===== src/hdl/wpm_pkg.sv =====
`timescale 1ns / 1ps
`default_nettype none

package wpm_pkg;

  localparam int unsigned CHAR_W = 21;

  localparam logic [CHAR_W-1:0] CHAR_STAR = 21'd42;
  localparam logic [CHAR_W-1:0] CHAR_ANY  = 21'd63;

  typedef enum logic [1:0] {
    FUNC_APPEND    = 2'd0,
    FUNC_CLEAR     = 2'd1,
    FUNC_SUBJECT   = 2'd2,
    FUNC_EMPTY_END = 2'd3
  } func_e;

  typedef struct packed {
    func_e             func;
    logic [CHAR_W-1:0] character;
    logic              last_char;
  } in_t;

  typedef struct packed {
    logic matched;
    logic pattern_overflow;
  } out_t;

  // Commands to the pattern store.
  typedef struct packed {
    logic append;
    logic clear;
  } pat_cmd_t;

  // Commands to the position automaton.
  typedef struct packed {
    logic step;
    logic empty_end;
    logic abandon;
    logic last;
  } match_cmd_t;

endpackage

`default_nettype wire


===== src/hdl/wildcard_pattern_matcher.sv =====
`timescale 1ns / 1ps
`default_nettype none

// Wildcard pattern matcher, case sensitive.
// Input beats on in_*: func selects append pattern character, clear pattern,
// subject character or end of an empty subject. '?' matches one character,
// '*' any run. Output beats on out_* carry matched and pattern_overflow; one
// beat follows each subject character flagged last_char and each empty
// subject end, no beat follows anything else.
// An accepted beat lands in the input register; its result, evaluated against
// the pattern and position set, goes to the output register shown on out_*.
// Throughput: one input beat per cycle unless a result beat waits for the
// output register; the position set is updated by one comparator per pattern
// position and one carry chain of MAX_PATTERN+1 bits.
// Reset empties the pattern, clears the overflow flag and ends any subject;
// it takes effect at once, no sweep follows.
// When the receiver stalls with a result held, beats keep moving into the
// input register; a beat that produces a result then waits there and
// in_ready_o drops until the output register frees.
module wildcard_pattern_matcher #(
  parameter int unsigned MAX_PATTERN = 32
) (
  input  wire logic          clk_i,
  input  wire logic          rst_ni,
  input  wire logic          in_valid_i,
  output logic               in_ready_o,
  input  wire wpm_pkg::in_t  in_data_i,
  output logic               out_valid_o,
  input  wire logic          out_ready_i,
  output wpm_pkg::out_t      out_data_o
);
  import wpm_pkg::*;

  localparam int unsigned LEN_W = $clog2(MAX_PATTERN + 1);

  logic       s1_valid_q;
  in_t        s1_q;
  logic       out_valid_q;
  out_t       out_q;
  logic       gives_result;
  logic       out_free;
  logic       s1_go;
  pat_cmd_t   pat_cmd;
  match_cmd_t match_cmd;

  logic [MAX_PATTERN-1:0] star;
  logic [MAX_PATTERN-1:0] hit;
  logic [MAX_PATTERN:0]   lead;
  logic [LEN_W-1:0]       len;
  logic                   overflow;
  logic                   matched_raw;

  assign gives_result = ((s1_q.func == FUNC_SUBJECT) && s1_q.last_char) ||
                        (s1_q.func == FUNC_EMPTY_END);
  assign out_free     = !out_valid_q || out_ready_i;
  assign s1_go        = s1_valid_q && (!gives_result || out_free);
  assign in_ready_o   = !s1_valid_q || s1_go;

  always_comb begin
    pat_cmd.append      = s1_go && (s1_q.func == FUNC_APPEND);
    pat_cmd.clear       = s1_go && (s1_q.func == FUNC_CLEAR);
    match_cmd.step      = s1_go && (s1_q.func == FUNC_SUBJECT);
    match_cmd.empty_end = s1_go && (s1_q.func == FUNC_EMPTY_END);
    match_cmd.abandon   = pat_cmd.append || pat_cmd.clear;
    match_cmd.last      = s1_q.last_char;
  end

  wpm_pattern #(
    .MAX_PATTERN (MAX_PATTERN),
    .LEN_W       (LEN_W)
  ) u_pattern (
    .clk_i       (clk_i),
    .rst_ni      (rst_ni),
    .cmd_i       (pat_cmd),
    .character_i (s1_q.character),
    .star_o      (star),
    .hit_o       (hit),
    .lead_o      (lead),
    .len_o       (len),
    .overflow_o  (overflow)
  );

  wpm_matcher #(
    .MAX_PATTERN (MAX_PATTERN),
    .LEN_W       (LEN_W)
  ) u_matcher (
    .clk_i     (clk_i),
    .rst_ni    (rst_ni),
    .cmd_i     (match_cmd),
    .star_i    (star),
    .hit_i     (hit),
    .lead_i    (lead),
    .len_i     (len),
    .matched_o (matched_raw)
  );

  always_ff @(posedge clk_i or negedge rst_ni) begin
    if (!rst_ni) begin
      s1_valid_q  <= 1'b0;
      out_valid_q <= 1'b0;
    end else begin
      if (in_ready_o) begin
        s1_valid_q <= in_valid_i;
      end
      if (s1_go && gives_result) begin
        out_valid_q <= 1'b1;
      end else if (out_ready_i) begin
        out_valid_q <= 1'b0;
      end
    end
  end

  // payload registers: hold unless a new beat moves in
  always_ff @(posedge clk_i) begin
    if (in_ready_o && in_valid_i) begin
      s1_q <= in_data_i;
    end
    if (s1_go && gives_result) begin
      out_q.matched          <= matched_raw && !overflow;
      out_q.pattern_overflow <= overflow;
    end
  end

  assign out_valid_o = out_valid_q;
  assign out_data_o  = out_q;

endmodule

`default_nettype wire


===== src/hdl/wpm_pattern.sv =====
`timescale 1ns / 1ps
`default_nettype none

module wpm_pattern #(
  parameter int unsigned MAX_PATTERN = 32,
  parameter int unsigned LEN_W       = 6
) (
  input  wire logic                       clk_i,
  input  wire logic                       rst_ni,
  input  wire wpm_pkg::pat_cmd_t          cmd_i,
  input  wire logic [wpm_pkg::CHAR_W-1:0] character_i,
  output logic [MAX_PATTERN-1:0]          star_o,
  output logic [MAX_PATTERN-1:0]          hit_o,
  output logic [MAX_PATTERN:0]            lead_o,
  output logic [LEN_W-1:0]                len_o,
  output logic                            overflow_o
);
  import wpm_pkg::*;

  localparam int unsigned IDX_W = (MAX_PATTERN > 1) ? $clog2(MAX_PATTERN) : 1;
  localparam logic [LEN_W-1:0] FULL = LEN_W'(MAX_PATTERN);

  logic [CHAR_W-1:0] store_q [MAX_PATTERN];
  logic [LEN_W-1:0]  len_q, len_d;
  logic              ovf_q, ovf_d;
  logic [MAX_PATTERN:0] lead_q, lead_d;
  logic              room;

  assign room = (len_q < FULL);

  always_ff @(posedge clk_i) begin
    if (cmd_i.append && room) begin
      store_q[len_q[IDX_W-1:0]] <= character_i;
    end
  end

  always_comb begin
    len_d  = len_q;
    ovf_d  = ovf_q;
    lead_d = lead_q;
    if (cmd_i.clear) begin
      len_d  = '0;
      ovf_d  = 1'b0;
      lead_d = {{MAX_PATTERN{1'b0}}, 1'b1};
    end else if (cmd_i.append) begin
      if (room) begin
        len_d = len_q + LEN_W'(1);
        // extend the leading star run that the start set covers
        if (character_i == CHAR_STAR && lead_q[len_q]) begin
          lead_d[len_d] = 1'b1;
        end
      end else begin
        ovf_d = 1'b1;
      end
    end
  end

  always_ff @(posedge clk_i or negedge rst_ni) begin
    if (!rst_ni) begin
      len_q  <= '0;
      ovf_q  <= 1'b0;
      lead_q <= {{MAX_PATTERN{1'b0}}, 1'b1};
    end else begin
      len_q  <= len_d;
      ovf_q  <= ovf_d;
      lead_q <= lead_d;
    end
  end

  // One comparator lane per pattern position; lanes past the length are off.
  always_comb begin
    for (int i = 0; i < MAX_PATTERN; i++) begin
      star_o[i] = (LEN_W'(i) < len_q) && (store_q[i] == CHAR_STAR);
      hit_o[i]  = (LEN_W'(i) < len_q) &&
                  ((store_q[i] == CHAR_ANY) || (store_q[i] == character_i));
    end
  end

  assign lead_o     = lead_q;
  assign len_o      = len_q;
  assign overflow_o = ovf_q;

endmodule

`default_nettype wire


===== src/hdl/wpm_matcher.sv =====
`timescale 1ns / 1ps
`default_nettype none

module wpm_matcher #(
  parameter int unsigned MAX_PATTERN = 32,
  parameter int unsigned LEN_W       = 6
) (
  input  wire logic                    clk_i,
  input  wire logic                    rst_ni,
  input  wire wpm_pkg::match_cmd_t     cmd_i,
  input  wire logic [MAX_PATTERN-1:0]  star_i,
  input  wire logic [MAX_PATTERN-1:0]  hit_i,
  input  wire logic [MAX_PATTERN:0]    lead_i,
  input  wire logic [LEN_W-1:0]        len_i,
  output logic                         matched_o
);
  import wpm_pkg::*;

  localparam int unsigned N = MAX_PATTERN;

  logic [N:0]   active_q, active_d;
  logic         started_q, started_d;
  logic [N:0]   cur;
  logic [N:0]   gen;
  logic [N:0]   prop;
  logic [N:0]   op_a;
  logic [N+1:0] sum;
  logic [N+1:0] carry_in;
  logic [N:0]   closed;

  always_comb begin
    cur = started_q ? active_q : lead_i;
    // stay on a star, step past a matching character
    gen  = {1'b0, cur[N-1:0] & star_i} | {cur[N-1:0] & ~star_i & hit_i, 1'b0};
    // star closure as a carry chain: a star at j passes activity to j+1
    prop = {star_i, 1'b0};
    op_a = gen | prop;
    sum      = {1'b0, op_a} + {1'b0, gen};
    carry_in = sum ^ {1'b0, op_a} ^ {1'b0, gen};
    closed   = carry_in[N+1:1];
  end

  always_comb begin
    active_d  = active_q;
    started_d = started_q;
    if (cmd_i.abandon || cmd_i.empty_end) begin
      started_d = 1'b0;
    end else if (cmd_i.step) begin
      active_d  = closed;
      started_d = !cmd_i.last;
    end
  end

  always_ff @(posedge clk_i or negedge rst_ni) begin
    if (!rst_ni) begin
      active_q  <= '0;
      started_q <= 1'b0;
    end else begin
      active_q  <= active_d;
      started_q <= started_d;
    end
  end

  assign matched_o = cmd_i.empty_end ? lead_i[len_i] : closed[len_i];

endmodule

`default_nettype wire


===== config.mk =====
export PLATFORM = sky130hd
export DESIGN_NAME = wildcard_pattern_matcher
export DESIGN_NICKNAME = d
export VERILOG_FILES = /design/src/hdl/wpm_pkg.sv /design/src/hdl/wildcard_pattern_matcher.sv /design/src/hdl/wpm_pattern.sv /design/src/hdl/wpm_matcher.sv
export SDC_FILE = /design/constraint.sdc
export NUM_CORES = 1
export LEC_CHECK = 0
export BUFFER_PORTS_ARGS = -buffer_cell sky130_fd_sc_hd__buf_4
export CAP_MARGIN = 0
export CORE_MARGIN = 3
export CORE_UTILIZATION = 50
export CTS_BUF_LIST = sky130_fd_sc_hd__clkbuf_8 sky130_fd_sc_hd__clkbuf_16
export CTS_CLUSTER_DIAMETER = 200
export DETAILED_ROUTE_END_ITERATION = 6
export PLACE_DENSITY_LB_ADDON = 0.15
export SLEW_MARGIN = 15
export SYNTH_ARGS = -nofsm -noshare
export SYNTH_HDL_FRONTEND = slang
export SYNTH_SLANG_ARGS = --single-unit

===== constraint.sdc =====
create_clock -name clk_i -period 5.72 [get_ports clk_i]
set_clock_uncertainty 0.2 [all_clocks]
set_input_delay 0.286 -clock clk_i [delete_from_list [all_inputs] [get_ports clk_i]]
set_output_delay 0.286 -clock clk_i [all_outputs]
set_load 0.05 [all_outputs]

# --- Yosys cells after proc, flatten, opt, wreduce, memory -nomap -nowiden ---
# Memories as Yosys holds them, arrays and structs flattened.
# Index checks and enable logic that the tools add are counted.
op_classes:
  n_eq_ne: 101
  reduce_logical: 129
  mux: 24
  order_cmp: 36
  addsub: 2
  n_bitwise: 10
op_table:
  columns: ["cell", "n"]
  rows:
  - ["21-bit by 6-bit equality test with 1-bit output, second input constant", 65]
  - ["21-bit equality test", 32]
  - ["33-bit 2-to-1 mux", 4]
  - ["32-bit bitwise AND", 3]
  - ["5-bit by 6-bit < comparator with 1-bit output, first input constant", 16]
  - ["1-bit logical AND", 76]
  - ["34-bit by 33-bit XOR with 34-bit output", 2]
  - ["33-bit bitwise OR", 2]
  - ["4-bit by 6-bit < comparator with 1-bit output, first input constant", 8]
  - ["1-bit logical OR", 38]
  - ["33-bit by 33-bit adder with 34-bit output", 1]
  - ["32-bit by 33-bit bitwise OR with 33-bit output", 1]
  - ["32-bit 2-to-1 mux", 1]
  - ["32-bit NOT", 1]
  - ["3-bit by 6-bit < comparator with 1-bit output, first input constant", 4]
  - ["6-bit 2-to-1 mux", 3]
  - ["6-bit by 7-bit < comparator with 1-bit output, second input constant", 2]
  - ["1-bit 2-to-1 mux", 13]
  - ["1-bit binary-select mux with 6-bit select", 2]
  - ["1-bit by 6-bit < comparator with 1-bit output, first input constant", 2]
  - ["2-bit by 6-bit < comparator with 1-bit output, first input constant", 2]
  - ["2-bit nonzero test", 5]
  - ["6-bit by 1-bit adder with 6-bit output, second input constant", 1]
  - ["1-bit demux with 6-bit select", 1]
  - ["10 further kinds", 17]
totals:
  register_bits: 101
  mem_count: 1
  output_inout_bits: 4
  wordCells: 315
  mem_bits_rw: 672
  input_bits: 28
memory_table:
  columns: ["memory", "depth", "word_bits", "rd", "rd_clocked_by_memory_dff", "write_ports", "line_no", "source"]
  rows:
  - ["u_pattern.store_q", 32, 21, 32, 0, 1, "wpm_pattern.sv:23", "logic [CHAR_W-1:0] store_q [MAX_PATTERN];"]

# --- Longest topological paths before layout ---
# Gate-level depths: netlist of run 1.
# An unclocked memory read counts as a cell.
logic_depth:
  ltp_word: 15
  depth_mapped: 18
  mapped_depth_nobuf: 16

# --- Hierarchy ---
# A second synthesis of run 1 with hierarchy kept.
hier_totals:
  hier_cells: 2881
  area_unflattened_um2: 37714.9
modules_own_cells:
  columns: ["module", "area_per_inst_um2", "seq_area_each_um2", "n_inst", "cells_per_inst"]
  rows:
  - ["wpm_pattern", 32635.0, 21181.6, 1, 2311]
  - ["wpm_matcher", 4150.2, 825.8, 1, 527]
  - ["wildcard_pattern_matcher", 929.6, 830.8, 1, 43]

# --- Worst setup path before layout of run 1 ---
# Ideal clock, no wire load.
synth_path:
  kind: "reg-to-reg"
  start: "register u_pattern.len_q[0], in the netlist u_pattern.len_o[0]"
  end: "register out_q (netlist bit out_data_o[1]) (data pin)"
  n_path_buf: 2
  slack_ns: 0.931
  t_required_ns: 5.353
  setup_time_ns: 0.167
  stages_incl_launch_ff: 18
  arrival_time_ns: 4.421
  cell_sequence: "dfrtp_1 > clkbuf_1 > inv_1 > clkbuf_1 > ha_1 > a31oi_1 > nor4bb_1 > a221o_1 > a31oi_1 > a21oi_1 > nor2_1 > or4_1 > o221a_2 > a31oi_2 > a41oi_1 > o311ai_1 > a31oi_1 > a221oi_2"
synth_via:
  elab_chain_len: 14
  elab_cells_between_ends: 111
  classes_between: "1 x add/sub; 32 x order compare; 5 x mux; 8 x bitwise; 65 x reduce/logical"
synth_rtl:
  columns: ["element", "line_no", "source"]
  rows:
  - ["start, declared", "wpm_pattern.sv:24", "logic [LEN_W-1:0] len_q, len_d;"]
  - ["start signal, assigned", "wpm_pattern.sv:64", "len_q <= len_d;"]
  - ["1-bit by 6-bit < comparator with 1-bit output, or another cell as far along", "wpm_pattern.sv:73, wpm_pattern.sv:74", null]
  - ["1-bit logical AND", "wpm_pattern.sv:73", "star_o[i] = (LEN_W'(i) < len_q) && (store_q[i] == CHAR_STAR);"]
  - ["32-bit NOT", "wpm_matcher.sv:34", "gen = {1'b0, cur[N-1:0] & star_i} | {cur[N-1:0] & ~star_i & hit_i, 1'b0};"]
  - ["32-bit bitwise AND (2 in series)", "wpm_matcher.sv:34", null]
  - ["32-bit by 33-bit bitwise OR with 33-bit output", "wpm_matcher.sv:34", null]
  - ["33-bit bitwise OR", "wpm_matcher.sv:37", "op_a = gen | prop;"]
  - ["33-bit by 33-bit adder with 34-bit output", "wpm_matcher.sv:38", "sum = {1'b0, op_a} + {1'b0, gen};"]
  - ["34-bit by 33-bit XOR with 34-bit output (2 in series)", "wpm_matcher.sv:39", "carry_in = sum ^ {1'b0, op_a} ^ {1'b0, gen};"]
  - ["1-bit binary-select mux with 6-bit select", "wpm_matcher.sv:64", "assign matched_o = cmd_i.empty_end ? lead_i[len_i] : closed[len_i];"]
  - ["1-bit 2-to-1 mux (not written as such)", "wpm_matcher.sv:64", null]
  - ["1-bit 2-to-1 mux (*)", "wpm_matcher.sv:64", null]
  - ["1-bit logical AND (*)", "wildcard_pattern_matcher.sv:119", "out_q.matched <= matched_raw && !overflow;"]
  - ["end, declared", "wildcard_pattern_matcher.sv:39", "out_t out_q;"]
# Every way passes the cells marked *; elsewhere a longest branch is shown, timed or not. The select of a mux whose other input is x is not followed.
# A chain may end at the register's enable or synchronous reset.

# --- Final worst setup path of run 1 ---
layout_path:
  start: "register u_matcher.started_q"
  end: "register out_q (netlist bit out_data_o[1]) (data pin)"
layout_via:
  elab_chain_len: 12
  elab_cells_between_ends: 13
  classes_between: "1 x add/sub; 4 x mux; 7 x bitwise; 1 x reduce/logical"
layout_rtl:
  columns: ["element", "line_no", "source"]
  rows:
  - ["start, declared", "wpm_matcher.sv:22", "logic started_q, started_d;"]
  - ["start signal, assigned", "wpm_matcher.sv:60", "started_q <= started_d;"]
  - ["32-bit 2-to-1 mux (*)", "wpm_matcher.sv:32", "cur = started_q ? active_q : lead_i;"]
  - ["32-bit bitwise AND (2 in series)", "wpm_matcher.sv:34", null]
  - ["32-bit by 33-bit bitwise OR with 33-bit output (*)", "wpm_matcher.sv:34", null]
  - ["33-bit bitwise OR", "wpm_matcher.sv:37", null]
  - ["33-bit by 33-bit adder with 34-bit output", "wpm_matcher.sv:38", null]
  - ["34-bit by 33-bit XOR with 34-bit output", "wpm_matcher.sv:39", null]
  - ["34-bit by 33-bit XOR with 34-bit output (*)", "wpm_matcher.sv:39", null]
  - ["1-bit binary-select mux with 6-bit select (*)", "wpm_matcher.sv:64", null]
  - ["1-bit 2-to-1 mux (not written as such) (*)", "wpm_matcher.sv:64", null]
  - ["1-bit 2-to-1 mux (*)", "wpm_matcher.sv:64", null]
  - ["1-bit logical AND (*)", "wildcard_pattern_matcher.sv:119", null]
# Marks and branches as above.

==> results of run 1 <==
[stage by stage]
stage | setup slack [ps] | area, sq um | utilization (%) | hold WS [ps]
floorplan | 931 | 39000 | - | -210
global placement | 186 | 41600 | 54.3 | -117
detailed placement | 410 | 41600 | 54.3 | -113
CTS | 358 | 44600 | 58.3 | 136
global route | 97.0 | 44600 | 58.3 | 164
finish | 229 | 44600 | 58.3 | 156
[per-layer routing]
metal | vias to the layer above | global-route usage, % | routed length [um]
met4 | 2 | 11.0 | 4880
met2 | 1384 | 45.5 | 55000
met3 | 269 | 6.84 | 11100
li1 | 12500 | - | -
met5 | - | 0 | 12
met1 | 14300 | 42.1 | 52700
[cell families (layout without fill, tap and decap cells)]
logic type / count (synthesis) / count (layout) / synth area share, %
fa+ha+maj: 5 / 5 / 0.160
compound gates: 333 / 333 / 5.91
mux: 60 / 60 / 1.92
buf+inv: 159 / 397 / 1.74
flops: 773 / 773 / 58.5
xor+xnor: 677 / 677 / 15.2
simple gates: 1171 / 1171 / 16.6
[worst max-delay path, cell delays in order, from the launching register on]
cell and delay, ps:
sky130_fd_sc_hd__dfrtp_2 510, sky130_fd_sc_hd__buf_4 450, sky130_fd_sc_hd__mux2i_1 230, sky130_fd_sc_hd__a2111oi_0 950
sky130_fd_sc_hd__nand4_1 230, sky130_fd_sc_hd__o22ai_1 290, sky130_fd_sc_hd__a211oi_1 100, sky130_fd_sc_hd__o31ai_2 140
sky130_fd_sc_hd__a2111oi_0 260, sky130_fd_sc_hd__or4_1 570, sky130_fd_sc_hd__o221a_2 190, sky130_fd_sc_hd__a31oi_2 240
sky130_fd_sc_hd__a41oi_1 170, sky130_fd_sc_hd__o311ai_1 370, sky130_fd_sc_hd__a31oi_1 160, sky130_fd_sc_hd__a221oi_2 210
[registers in the layout, indices dropped and copies added (netlist names)]
| register | flops |
|---|---|
| s1_q | 23 |
| match_cmd | 1 |
| u_pattern.overflow_o | 1 |
| u_pattern.len_o | 6 |
| u_pattern.lead_o | 33 |
| out_data_o | 2 |
| s1_valid_q | 1 |
| u_matcher.started_q | 1 |
| u_matcher.active_q | 32 |
| out_valid_o | 1 |
| u_pattern.store_q | 672 |
[power by group through the flow]
stage | combinational [uW] | clock, uW | sequential, uW
after floorplan | 896 | 0 | 6480
after CTS | 1580 | 5510 | 6370
after detailed placement | 1560 | 0 | 6490
after global routing | 1700 | 5740 | 6380
final | 1610 | 5430 | 6370
after global placement | 1550 | 0 | 6480
[layout make-up]
cell class	instances	area [sq um]	area share [%]
tap	1030	1290	2.89
clock buffer	84	2100	4.71
inverter	27	101	0.227
timing repair buffer	216	2080	4.65
multi-input combinational	2246	15600	34.9
sequential	773	22800	51.2
clock inverter	70	652	1.46
[final timing paths]
kind	end	slack, ps	cells past startpoint
max	out_data_o[1]$_DFFE_PP_	230	15
min	s1_q[20]$_DFFE_PP_	160	2
max reg2reg	out_data_o[1]$_DFFE_PP_	230	15
min reg2reg	u_matcher.active_q[29]$_DFFE_PN0P_	270	2
max in group asynchronous	u_pattern.lead_o[26]$_DFFE_PN0P_	4310	3
min in group asynchronous	u_matcher.active_q[1]$_DFFE_PN0P_	260	3
[cells in the final DEF (no fill, tap or decap), types with 84 or more instances in the layout]
| cell type | Yosys | routed |
|---|---|---|
| sky130_fd_sc_hd__nor4_1 | 235 | 235 |
| sky130_fd_sc_hd__nand4_1 | 152 | 152 |
| sky130_fd_sc_hd__a21oi_1 | 86 | 86 |
| sky130_fd_sc_hd__xor2_1 | 331 | 331 |
| sky130_fd_sc_hd__edfxtp_1 | 698 | 698 |
| sky130_fd_sc_hd__buf_4 | 1 | 156 |
| sky130_fd_sc_hd__xnor2_1 | 346 | 346 |
| sky130_fd_sc_hd__nand2_1 | 166 | 166 |
| sky130_fd_sc_hd__nand3_1 | 91 | 91 |
| sky130_fd_sc_hd__nor2_1 | 191 | 182 |
| sky130_fd_sc_hd__nor3_1 | 105 | 101 |
| sky130_fd_sc_hd__clkbuf_16 | 0 | 84 |
[timing repair]
action                    CTS  global route
hold endpoints to repair  101             0
gates resized for setup     0             0
hold buffers               28             0
==> impl_metrics.py, run 1 <==
metrics = {
    "status": {
        "status": "complete, no violations",
    },
    "critical_path": {
        "path_max_fanout": 27,
        "cp_data_arrival_time_ps": 5740,
        "start_kind": "register",
        "critical_path_required_ps": 5970,
        "critical_path.startpoint": "u_matcher.started_q$_DFFE_PN0P_",
        "worstReg2RegStart": "u_matcher.started_q$_DFFE_PN0P_",
        "critical_path_start_end_classification": "register to register",
        "crit_path_end_kind": "register",
    },
    "power_and_ir_drop": {
        "ir_drop_mv": 0.229,
        "pwr-share-comb_pct": 12.0,
        "sequentialPowerShare_pct": 47.5,
        "total_power_uw": 13400,
        "power.leakage_uw": 0.0142,
        "clock_power_share_pct": 40.5,
        "p_int_uw": 9980,
        "power.switching_uw": 3430,
        "power.density_nw_per_um2": 300,
        "swShare_pct": 25.6,
    },
    "synth": {
        "synth_sequential_area_ratio_pct": 58.5,
        "synth_async_sr_flop_share_pct": 9.70,
        "ys_dominant_reg_cell": "sky130_fd_sc_hd__edfxtp_1",
        "mappedNetlistArea_sq_um": 39000,
        "cell_types_occupying_the_most_area_after_synthesis": "sky130_fd_sc_hd__edfxtp_1, sky130_fd_sc_hd__xnor2_1, sky130_fd_sc_hd__xor2_1",
        "yosysWarningCount": 0,
        "synth.ff_latch_count": 773,
        "synth_common_cells": "sky130_fd_sc_hd__edfxtp_1, sky130_fd_sc_hd__xnor2_1, sky130_fd_sc_hd__xor2_1",
        "synth_cell_types": 89,
        "syn_inst": 3178,
        "synth_nets": 3211,
        "syn_avg_cell_area_sq_um": 12.3,
        "share_of_yosys_cell_area_claimed_by_the_top_area_cell_type_pct": 53.7,
        "synth_top_cell_by_area": "sky130_fd_sc_hd__edfxtp_1",
        "synth_edf_count": 698,
        "yosysMostFrequentCell": "sky130_fd_sc_hd__edfxtp_1",
    },
    "routing": {
        "drtAntennaViolNets": 0,
        "avgRoutedWirePerCell_um": 27.8,
        "num_vias": 28400,
        "dr.first_iter.drc_count": 2954,
        "drt_drc_violations_left": 0,
        "detail_route.first_pass.iterations": 6,
        "post_drt_via_cell_ratio": 6.40,
        "totalWireLength_um": 124000,
    },
    "hold_path": {
        "worst_hold_path_type": "input pin to register",
        "hold_path_startpoint": "in_data_i[20]",
    },
    "clocking": {
        "postCtsSetupBuffers": 0,
        "clkSinkCount": 773,
        "ctsRootBufferMaster": "sky130_fd_sc_hd__clkbuf_16",
        "clock_insertion_delay_worst_skew_ps": 640,
        "htree_levels": 3,
        "cts_buffers": 83,
        "tritoncts_clock_tree": "yes",
        "clk_pin_slew_worst_paths_ps": 60,
        "clock_tree.buffer_depth": 3,
    },
    "sta": {
        "grt_setup_unrepaired": "no",
        "timing.setup.tns_ps": 0,
        "post_layout_minimum_cycle_time_ps": 5490,
        "slew_headroom_pct": 28.2,
        "maxSlewViolCount": 0,
        "fmax_mhz": 182,
        "final-hold-violation-count": 0,
        "timing_worst_slew_pin_value_ps": 1050,
        "fin_crit_sh_pct": 96.0,
        "setup_viol": 0,
    },
    "run": {
        "drv.max_cap_violation_count": 0,
    },
    "placement": {
        "io_buffer_count": 31,
        "finalWeightedCongestion": 0.995,
        "dp.final_hpwl_um": 85100,
        "placed_cells": 4264,
    },
    "floorplan": {
        "die_h_um": 285,
        "floorplan.initialDensity_pct": 51.0,
        "placement_rows": 101,
        "placeableCoreArea_sq_um": 76600,
        "ios": 32,
        "floorplan.die.width_um": 285,
        "die_area_sq_um": 81500,
    },
    "cells_and_area": {
        "area_delta_synth_final_pct": 14.4,
        "finalNonFillerCells": 4446,
        "drive_above_1_share_pct": 11.6,
        "nFillCells": 6208,
        "antenna_cells_inserted": 0,
        "finalNetCount": 3380,
    },
    "grt": {
        "number_of_antenna_violations_at_the_first_check_in_global_routing": 3,
        "grt_overflow_total": 0,
        "number_of_global_route_vias_before_repair": 28000,
        "grt_max_degree": 73,
        "grt_pass1_wl_um": 182000,
        "globalRouteTotalUtil_pct": 29.9,
    },
}
Power figures use the tool's default switching activity.
==> run 2, diff against run 1 <==
- PLACE_DENSITY: not set -> 0.65
- PLACE_DENSITY_LB_ADDON: 0.15 -> not set
- SKIP_LAST_GASP: not set -> 1
==> run 2 against run 1 <==
First-iteration DRC count is 5.0% higher. Combinational power hardly changed. Register-to-register slack better by 270 ps. Setup slack better by 270 ps. Critical path depth is 1 higher. Critical endpoint unchanged. Power is 1.6% higher. Via count is 1.4% higher.
==> impl_metrics.py, run 2 (synthesis results as in run 1) <==
metrics = {
    "routing": {
        "avgRoutedWirePerCell_um": 27.5,
        "drtAntennaViolNets": 0,
        "num_vias": 28800,
        "detail_route.first_pass.iterations": 6,
        "drt_drc_violations_left": 0,
        "post_drt_via_cell_ratio": 6.43,
        "dr.first_iter.drc_count": 3101,
        "totalWireLength_um": 123000,
    },
    "cells_and_area": {
        "largest_register_ffs": 672,
        "multi_input_gate_area_in_the_final_layout_sq_um": 15600,
        "area_delta_synth_final_pct": 15.4,
        "finalNetCount": 3422,
        "mostFrequentLayoutCells": "sky130_fd_sc_hd__edfxtp_1, sky130_fd_sc_hd__xnor2_1, sky130_fd_sc_hd__xor2_1",
        "layout.cells.most_common": "sky130_fd_sc_hd__edfxtp_1",
        "register_area_sq_um": 22800,
        "drive_above_1_share_pct": 12.8,
        "finalNonFillerCells": 4489,
        "nFillCells": 6125,
    },
    "placement": {
        "io_buffer_count": 31,
        "dp.final_hpwl_um": 86900,
        "finalWeightedCongestion": 0.982,
        "placed_cells": 4305,
    },
    "floorplan": {
        "placement_rows": 101,
        "placeableCoreArea_sq_um": 76600,
        "floorplan.initialDensity_pct": 51.0,
        "ios": 32,
        "floorplan.die.width_um": 285,
        "die_area_sq_um": 81500,
        "die_h_um": 285,
    },
    "power_and_ir_drop": {
        "ir_drop_mv": 0.253,
        "power.leakage_uw": 0.0145,
        "total_power_uw": 13600,
        "power.density_nw_per_um2": 303,
    },
    "clocking": {
        "tritoncts_clock_tree": "yes",
        "clkSinkCount": 773,
        "clock_tree.buffer_depth": 3,
        "ctsRootBufferMaster": "sky130_fd_sc_hd__clkbuf_16",
        "clk_pin_slew_worst_paths_ps": 60,
        "cts_buffers": 85,
        "htree_levels": 3,
        "clock_insertion_delay_worst_skew_ps": 650,
        "postCtsSetupBuffers": 0,
    },
    "critical_path": {
        "path_max_fanout": 18,
        "crit_path_end_kind": "register",
        "timing.reg2reg.worst_path_depth": 16,
        "r2r_end": "out_data_o[1]$_DFFE_PP_",
        "worstReg2RegStart": "s1_q[4]$_DFFE_PP_",
        "critical_path_start_end_classification": "register to register",
        "critical_path_required_ps": 6000,
        "cp_data_arrival_time_ps": 5510,
        "r2r_setup_slack_ps": 500,
        "start_kind": "register",
    },
    "sta": {
        "post_layout_minimum_cycle_time_ps": 5220,
        "slew_headroom_pct": 24.4,
        "maxSlewViolCount": 0,
        "final-hold-violation-count": 0,
        "fin_crit_sh_pct": 91.3,
        "timing_worst_slew_pin_value_ps": 1120,
        "fmax_mhz": 191,
        "setup_viol": 0,
        "grt_setup_unrepaired": "no",
        "fin_hold_ws_ps": 153,
        "timing.setup.tns_ps": 0,
    },
    "hold_path": {
        "hold_path_startpoint": "in_data_i[3]",
        "hold_depth": 2,
        "min_to": "s1_q[3]$_DFFE_PP_",
        "worst_hold_path_type": "input pin to register",
    },
    "status": {
        "status": "complete, no violations",
    },
    "grt": {
        "number_of_antenna_violations_at_the_first_check_in_global_routing": 1,
        "grt_overflow_total": 0,
        "globalRouteTotalUtil_pct": 29.8,
        "number_of_global_route_vias_before_repair": 28500,
        "grt_pass1_wl_um": 183000,
        "grt_max_degree": 76,
    },
    "run": {
        "drv.max_cap_violation_count": 0,
    },
}
==> run 2: cell types whose count changed in the layout (fill, tap and decap cells not counted), sizes merged <==
cell | previous run | this run
buf | 188 | 229
clkbuf | 84 | 89
clkinv | 41 | 30
clkinvlp | 4 | 5
diode | 0 | 1
dlygate4sd3 | 28 | 27
inv | 41 | 48
==> run 2: layout make-up <==
type | count | area share [%]
diodes | 1 | 0.00556
clock buffers | 89 | 4.87
clock inverters | 67 | 1.51
inverters | 27 | 0.225
multi-input cells | 2246 | 34.6
flip-flops and latches | 773 | 50.7
well taps | 1030 | 2.86
repair buffers | 256 | 5.22
==> run 2: metrics by stage <==
stage	cell area [sq um]	setup WS, ps	util [%]
after global placement	41900	206	54.7
after global routing	45000	180	58.8
after floorplan	39000	931	-
after CTS	45000	384	58.8
final	45000	496	58.8
after detailed placement	41900	432	54.7
==> run 2: report_power, final <==
group | switching, uW | leakage [uW] | total, uW | internal [uW]
clock | 2320 | 0.00146 | 5630 | 3300
sequential | 107 | 0.00730 | 6370 | 6270
combinational | 1070 | 0.00574 | 1620 | 555
total | 3500 | 0.0145 | 13600 | 10100
==> run 2: worst max path at each step <==
stage / from / end / cells after the start
after floorplan: u_pattern.len_o[0]$_DFFE_PN0P_ / out_data_o[1]$_DFFE_PP_ / 17
after global placement: u_pattern.len_o[2]$_DFFE_PN0P_ / out_data_o[1]$_DFFE_PP_ / 15
after detailed placement: u_pattern.len_o[2]$_DFFE_PN0P_ / out_data_o[1]$_DFFE_PP_ / 16
after CTS: u_pattern.len_o[2]$_DFFE_PN0P_ / out_data_o[1]$_DFFE_PP_ / 16
after global routing: u_pattern.store_q[1][8]$_DFFE_PP_ / out_data_o[1]$_DFFE_PP_ / 15
final: s1_q[4]$_DFFE_PP_ / out_data_o[1]$_DFFE_PP_ / 16
==> run 2: what timing repair did <==
action	4_1_cts	5_1_grt
resized for setup	0	1
endpoints found under the hold margin	101	0
hold buffers	27	0
endpoints found under the setup margin	0	1
==> run 2: routing by layer <==
metal	up-vias	track usage, %	part of all wire (%)
li1	12600	-	-
met1	14400	42.3	43
met2	1519	46.8	45
met3	290	3.86	7.8
met4	0	11.8	4.1
met5	-	0	0
==> run 2: worst max-delay path, cell delays in order (launching register included) <==
cell,delay (ps)
sky130_fd_sc_hd__edfxtp_1,640
sky130_fd_sc_hd__buf_4,440
sky130_fd_sc_hd__buf_4,240
sky130_fd_sc_hd__xor2_1,90
sky130_fd_sc_hd__a2111oi_0,500
sky130_fd_sc_hd__nand4_1,180
sky130_fd_sc_hd__o22ai_1,370
sky130_fd_sc_hd__a211oi_1,110
sky130_fd_sc_hd__o31ai_2,160
sky130_fd_sc_hd__a2111oi_0,280
sky130_fd_sc_hd__or4_1,580
sky130_fd_sc_hd__o221a_2,180
sky130_fd_sc_hd__a31oi_2,230
sky130_fd_sc_hd__a41oi_1,170
sky130_fd_sc_hd__o311ai_1,330
sky130_fd_sc_hd__a31oi_1,150
sky130_fd_sc_hd__a221oi_2,170
